**config.mk**
```make
export PLATFORM = sky130hd
export DESIGN_NAME = msaa_area
export DESIGN_NICKNAME = d
export VERILOG_FILES = /design/src/msaa_pkg.sv /design/src/msaa_area.sv
export SDC_FILE = /design/constraint.sdc
export NUM_CORES = 2
export LEC_CHECK = 0
export BUFFER_PORTS_ARGS = -buffer_cell sky130_fd_sc_hd__clkbuf_2
export CAP_MARGIN = 20
export CORE_MARGIN = 5
export CORE_UTILIZATION = 40
export DETAILED_ROUTE_END_ITERATION = 16
export PLACE_DENSITY = 0.64
export SYNTH_ARGS = -nofsm -noshare
export SYNTH_HDL_FRONTEND = slang
export SYNTH_SLANG_ARGS = --single-unit
```
**constraint.sdc**
```tcl
create_clock -name i_clk -period 53.2 [get_ports i_clk]
set_input_delay 10.64 -clock i_clk [delete_from_list [all_inputs] [get_ports i_clk]]
set_output_delay 10.64 -clock i_clk [all_outputs]
set_load 0.01 [all_outputs]
```
**src/msaa_pkg.sv**
```systemverilog
package msaa_pkg;

    localparam int NODE_DEPTH_DEF  = 4096;
    localparam int COORD_WIDTH_DEF = 24;

    localparam int IDX_W   = 12;
    localparam int FIELD_W = 24;
    localparam int AREA_W  = 50;
    localparam int TOTAL_W = 64;
    localparam int COUNT_W = 32;
    localparam int SPA_W   = 32;

    localparam logic [SPA_W-1:0]  SPA_RESET = 32'h0001_0000;
    localparam logic [AREA_W-1:0] AREA_MAX  = {AREA_W{1'b1}};

    typedef enum logic [1:0] {
        CMD_LOAD   = 2'd0,
        CMD_TRI    = 2'd1,
        CMD_QUAD   = 2'd2,
        CMD_REPORT = 2'd3
    } t_cmd;

    typedef struct packed {
        t_cmd                      command;
        logic [IDX_W-1:0]          node_index;
        logic signed [FIELD_W-1:0] coord_x;
        logic signed [FIELD_W-1:0] coord_y;
        logic signed [FIELD_W-1:0] coord_z;
        logic [IDX_W-1:0]          corner_a;
        logic [IDX_W-1:0]          corner_b;
        logic [IDX_W-1:0]          corner_c;
        logic [IDX_W-1:0]          corner_d;
    } t_in_req;

    typedef struct packed {
        logic [AREA_W-1:0]  item_area;
        logic [TOTAL_W-1:0] total_area;
        logic [COUNT_W-1:0] sample_count;
    } t_out_rsp;

endpackage

```
**src/msaa_area.sv**
```systemverilog
module msaa_area #(
    parameter int COORD_WIDTH = msaa_pkg::COORD_WIDTH_DEF
) (
    input  logic                         i_clk,
    input  logic                         i_rst_n,
    input  logic                         i_start,
    input  logic [3*COORD_WIDTH-1:0]     i_node_a,
    input  logic [3*COORD_WIDTH-1:0]     i_node_b,
    input  logic [3*COORD_WIDTH-1:0]     i_node_c,
    output logic                         o_done,
    output logic [msaa_pkg::AREA_W-1:0]  o_area
);
    import msaa_pkg::*;

    localparam int W     = COORD_WIDTH;
    localparam int DW    = W + 1;
    localparam int PW    = 2 * DW;
    localparam int CW    = 2 * W + 2;
    localparam int NW    = 4 * W + 4;
    localparam int RW    = CW;
    localparam int HW    = RW - 1;
    localparam int XW    = (HW > AREA_W) ? HW : AREA_W;
    localparam int CNT_W = $clog2(CW + 1);

    localparam logic [2:0] STEP_SETUP = 3'd7;

    typedef enum logic [2:0] {
        S_IDLE,
        S_MUL,
        S_SQ,
        S_ROOT,
        S_OUT
    } t_state;

    t_state                r_state;
    logic [2:0]            r_step;
    logic signed [DW-1:0]  r_ux, r_uy, r_uz, r_vx, r_vy, r_vz;
    logic signed [PW-1:0]  r_prod;
    logic signed [PW-1:0]  r_tmp;
    logic [CW-1:0]         r_c0, r_c1, r_c2;
    logic [NW-1:0]         r_mcand;
    logic [CW-1:0]         r_mplier;
    logic [NW-1:0]         r_n;
    logic [CNT_W-1:0]      r_cnt;
    logic [1:0]            r_comp;
    logic [RW:0]           r_rem;
    logic [RW-1:0]         r_root;
    logic                  r_done;
    logic [AREA_W-1:0]     r_area;

    logic signed [DW-1:0]  w_op1, w_op2;
    logic signed [PW-1:0]  w_prod;
    logic signed [PW:0]    w_diff;
    logic signed [PW:0]    w_abs;
    logic [RW+1:0]         w_rs;
    logic [RW+1:0]         w_trial;
    logic [RW+1:0]         w_rs_sub;
    logic [HW-1:0]         w_half;
    logic [XW-1:0]         w_half_x;

    // operand pairs of the three cross product components, two terms each
    always_comb begin
        unique case (r_step)
            3'd0:    begin w_op1 = r_uy; w_op2 = r_vz; end
            3'd1:    begin w_op1 = r_uz; w_op2 = r_vy; end
            3'd2:    begin w_op1 = r_uz; w_op2 = r_vx; end
            3'd3:    begin w_op1 = r_ux; w_op2 = r_vz; end
            3'd4:    begin w_op1 = r_ux; w_op2 = r_vy; end
            3'd5:    begin w_op1 = r_uy; w_op2 = r_vx; end
            default: begin w_op1 = r_ux; w_op2 = r_vx; end
        endcase
    end

    assign w_prod   = w_op1 * w_op2;
    assign w_diff   = (PW+1)'(r_tmp) - (PW+1)'(r_prod);
    assign w_abs    = w_diff[PW] ? -w_diff : w_diff;

    assign w_rs     = {r_rem[RW-1:0], r_n[NW-1 -: 2]};
    assign w_trial  = {r_root, 2'b01};
    assign w_rs_sub = w_rs - w_trial;

    assign w_half   = r_root[RW-1:1];
    assign w_half_x = XW'(w_half);

    always_ff @(posedge i_clk) begin
        if (!i_rst_n) begin
            r_state <= S_IDLE;
            r_done  <= 1'b0;
        end else begin
            r_done <= (r_state == S_OUT);
            unique case (r_state)
                S_IDLE: begin
                    if (i_start) begin
                        r_ux   <= DW'(signed'(i_node_b[3*W-1 -: W]))
                                - DW'(signed'(i_node_a[3*W-1 -: W]));
                        r_uy   <= DW'(signed'(i_node_b[2*W-1 -: W]))
                                - DW'(signed'(i_node_a[2*W-1 -: W]));
                        r_uz   <= DW'(signed'(i_node_b[W-1:0]))
                                - DW'(signed'(i_node_a[W-1:0]));
                        r_vx   <= DW'(signed'(i_node_c[3*W-1 -: W]))
                                - DW'(signed'(i_node_a[3*W-1 -: W]));
                        r_vy   <= DW'(signed'(i_node_c[2*W-1 -: W]))
                                - DW'(signed'(i_node_a[2*W-1 -: W]));
                        r_vz   <= DW'(signed'(i_node_c[W-1:0]))
                                - DW'(signed'(i_node_a[W-1:0]));
                        r_step  <= 3'd0;
                        r_state <= S_MUL;
                    end
                end
                S_MUL: begin
                    // the product is registered before use: odd steps keep the first
                    // term, even steps store the magnitude of the difference
                    r_prod <= w_prod;
                    r_step <= r_step + 3'd1;
                    if (r_step == STEP_SETUP) begin
                        r_mcand  <= NW'(r_c0);
                        r_mplier <= r_c0;
                        r_n      <= '0;
                        r_comp   <= 2'd0;
                        r_cnt    <= CNT_W'(CW - 1);
                        r_state  <= S_SQ;
                    end else if (r_step[0]) begin
                        r_tmp <= r_prod;
                    end else if (r_step != 3'd0) begin
                        r_c0 <= r_c1;
                        r_c1 <= r_c2;
                        r_c2 <= w_abs[CW-1:0];
                    end
                end
                S_SQ: begin
                    // shift-and-add square, summed straight into the radicand
                    if (r_mplier[0]) begin
                        r_n <= r_n + r_mcand;
                    end
                    if (r_cnt == '0) begin
                        if (r_comp == 2'd2) begin
                            r_rem   <= '0;
                            r_root  <= '0;
                            r_cnt   <= CNT_W'(RW - 1);
                            r_state <= S_ROOT;
                        end else begin
                            r_c0     <= r_c1;
                            r_c1     <= r_c2;
                            r_c2     <= r_c0;
                            r_mcand  <= NW'(r_c1);
                            r_mplier <= r_c1;
                            r_comp   <= r_comp + 2'd1;
                            r_cnt    <= CNT_W'(CW - 1);
                        end
                    end else begin
                        r_mcand  <= r_mcand << 1;
                        r_mplier <= r_mplier >> 1;
                        r_cnt    <= r_cnt - 1'b1;
                    end
                end
                S_ROOT: begin
                    // restoring square root, one result bit per cycle
                    if (w_rs >= w_trial) begin
                        r_rem  <= w_rs_sub[RW:0];
                        r_root <= {r_root[RW-2:0], 1'b1};
                    end else begin
                        r_rem  <= w_rs[RW:0];
                        r_root <= {r_root[RW-2:0], 1'b0};
                    end
                    r_n   <= r_n << 2;
                    r_cnt <= r_cnt - 1'b1;
                    if (r_cnt == '0) begin
                        r_state <= S_OUT;
                    end
                end
                S_OUT: begin
                    r_area  <= (w_half_x > XW'(AREA_MAX)) ? AREA_MAX
                                                          : w_half_x[AREA_W-1:0];
                    r_state <= S_IDLE;
                end
                default: r_state <= S_IDLE;
            endcase
        end
    end

    assign o_done = r_done;
    assign o_area = r_area;

    a_start_idle: assert property (@(posedge i_clk) disable iff (!i_rst_n)
        i_start |-> (r_state == S_IDLE))
        else $error("area unit started while busy");

    a_done_pulse: assert property (@(posedge i_clk) disable iff (!i_rst_n)
        r_done |=> !r_done)
        else $error("area done held for more than one cycle");

    a_root_after_squares: assert property (@(posedge i_clk) disable iff (!i_rst_n)
        (r_state == S_ROOT) |-> (r_comp == 2'd2))
        else $error("root started before all three squares were summed");

endmodule

```
==> summary.md <==
| Metric | Value |
|---|---|
| Global-route wire length before repair | `300000 um` |
| Die W | `434 um` |
| Routed vias/inst | `5.38` |
| FF+latch count, synth | `814` |
| CTS tree | `done` |
| Initial DRT Pass Iterations | `6` |
| Fin crit share | `27.2%` |
| Post-synthesis mux area share | `0.550%` |
| Final nets | `8887` |
| CTS buffer count | `95` |
| Gpl congestion | `0.933` |
| # rows | `155` |
| Critical path depth | `16` |
| Hold Crit Class | `flip-flop to flip-flop` |
| Hold path depth | `0` |
| Initial antenna violation count | `3` |
| Root buf cell | `clkbuf_16` |
| Yosys top cell by area | `edfxtp_1` |
| Initial Utilization | `40.2%` |
| Final min period | `14440 ps` |
| Syn Area/Cell | `9.73 sq um` |
| Cell Area, Synth | `71900 sq um` |
| Req. time, crit path | `53610 ps` |
| CP most frequent cell | `o21ai_0` |
| Max Clock Freq | `69.2 MHz` |
| Starting DRC count in detailed routing | `4143` |
| Routed WL | `187000 um` |
| Skew final | `68.4 ps` |
| Critical path class | `primary input to flip-flop` |
| # resized after CTS | `0` |
| RSZ-0062 raised after global routing | `false` |
| Kind of cell adding the most delay to the critical path | `compound AO/OA/AOI/OAI gates` |
| Max_cap viols | `0` |
| Post-Synth XOR/XNOR Area | `4.79%` |
| # IOs | `270` |
| CP Capture Type | `flip-flop` |
| Simple-gate share of the synthesized area | `13.2%` |
| Worst path cell trace | `clkbuf_2 > inv_1 > ha_1 > nor2b_1 > o21ai_0 > a21boi_0 > o21a_1 > nor2_1 > o21ba_2 > o21ai_0 > o41ai_1 > o21ai_0 > or4b_2 > a31oi_1 > o21ai_0 > xor2_1` |
| Total vias in the final route | `53400` |
| Fraction of registers with async set/reset | `0%` |
| Drt drc | `0` |
| Slew margin rel. | `20.5%` |
| Worst path buffer plus inverter count | `2` |
| Layout cells sized above 1 | `7.62%` |
| CP Max Fanout | `3` |
| Number of synthesized flops with an enable pin | `810` |
| Area grow syn2layout | `9.68%` |
| Reg2Reg Depth | `30` |
| Total GRT Usage | `19.9%` |
| Measured slew at the worst slew-check pin | `1190 ps` |
| Post-CTS Hold Buffers | `0` |
| Die outline height | `434 um` |
| Sink Count | `814` |
| Core Region | `179000 sq um` |
| Vias in the first global route | `54800` |
| Largest family of logic cells by synthesized area | `adder cells` |
| Worst-Skew Late Latency | `740 ps` |
| Clock Tree Buf Depth | `3` |
| Die ar. | `188000 sq um` |
| Worst EP arrival | `14860 ps` |
| Post-CTS Setup Bufs | `0` |
| Max stage delay on crit path | `740 ps` |
| Final Max Slew Viols | `0` |
| Synthesized instance count | `7383` |
| Post-Syn Nets | `8763` |
| Port Buffers | `268` |
| Outcome | `complete, no violations` |
| Top post-synthesis cells by area | `edfxtp_1 (34%), fa_1 (19%), ha_1 (8.6%)` |
| Yosys top cell area share | `33.9%` |
| Reg clk slew, reported paths | `60 ps` |
| ANT nets after route | `0` |
| CP Launch Type | `primary input` |
| Post-Synth Adder-Cell Area | `27.2%` |
| Pin count of the biggest net entering global routing | `164` |
| Setup violators final | `0` |
| Top_reg_cell synth | `edfxtp_1` |
| Slowest CP cell | `or4b_2` |
| Synth top cells by count | `inv_1 (945), edfxtp_1 (810), nor2_1 (783)` |
| Complex-gate fraction of the synthesized area | `13.7%` |
| Synth cell types | `97` |
| Grt ovf | `0` |
| Cell with the most instances after synthesis | `inv_1` |
| Sum of negative setup slack | `0 ps` |
| Average wire per standard cell | `18.9 um` |
| Sequential-to-total area share from yosys stat | `34.0%` |
| Synth warn | `0` |
| H-tree levels | `3` |
| Final hold violations | `0` |
| Detail Placement HPWL | `143000 um` |
-- final timing paths --
check / slack (ps) / from / to
worst max-delay path: 38760 / i_node_a[50] / r_ux[22]
worst min-delay path: 400 / r_c2[48] / r_c1[48]
worst max register to register: 41860 / r_step[0] / r_prod[49]
worst min register to register: 400 / r_c2[48] / r_c1[48]
-- per-stage QoR --
| stage | hold slack [ps] | cell area, sq um | cells | utilization (%) | setup slack [ps] |
|---|---|---|---|---|---|
| 2_1_floorplan | 400 | 71900 | 7383 | - | 25010 |
| 3_3_place_gp | 400 | 75700 | 9762 | 42.4 | 38040 |
| 3_5_place_dp | 405 | 75700 | 9763 | 42.4 | 38010 |
| 4_1_cts | 403 | 78800 | 9927 | 44.1 | 38720 |
| 5_1_grt | 416 | 78800 | 9929 | 44.1 | 38430 |
| 6_report | 403 | 78800 | 9930 | 44.1 | 38760 |
-- flip-flops by register name, indices dropped and copies added, names as in the netlist --
register  count
r_c1         50
r_step        3
r_vy         25
r_rem        50
r_vz         25
r_n         100
r_mplier     50
r_uy         25
r_c2         50
r_prod       50
o_area       49
r_vx         25
r_ux         25
r_c0         50
r_cnt         6
r_state       3
r_root       50
r_uz         25
o_done        1
r_comp        2
r_tmp        50
r_mcand     100
-- kinds of logic (layout without fill, tap and decap cells) --
| kind of cell | after synthesis | count (layout) |
|---|---|---|
| muxes | 39 | 39 |
| DFF | 814 | 814 |
| adders and majority gates | 1161 | 1161 |
| buffers and inverters | 1256 | 1447 |
| other | 1 | 2 |
| AOI/OAI and AO/OA | 1592 | 1592 |
| and+or+nand+nor | 2127 | 2127 |
| xor gates and xnor gates | 393 | 393 |
-- cell usage in the layout (no fill, tap or decap), drive strengths merged, types with 48 or more instances in the layout --
cell / count
a22oi: 50
o21bai: 65
edfxtp: 810
nor2: 783
nand4: 58
a31oi: 53
nand3: 82
nor2b: 55
nor3: 78
nand2: 744
inv: 949
o21ai: 327
buf: 69
a21oi: 595
a21o: 196
fa: 666
xor2: 134
nand2b: 48
ha: 495
and3: 102
xnor2: 259
clkbuf: 379
-- area by class of cell --
type | count | area, sq um
diodes | 1 | 2.50
flip-flops and latches | 814 | 24400
clock buffers | 111 | 2440
fillers | 17000 | 99800
clock inverters | 53 | 638
repair buffers | 337 | 1900
well taps | 2355 | 2950
inverters | 946 | 3550
multi-input cells | 5313 | 42900
-- layer usage --
metal | GRT usage (%) | wire length [um]
met3 | 3.69 | 12100
met2 | 33.3 | 88100
met5 | 0 | 27
met1 | 26.3 | 80800
met4 | 6.00 | 6370
Power is left out: the tool's default activity adds up to more than one toggle a clock period on the data nets, which glitch-free logic cannot reach.
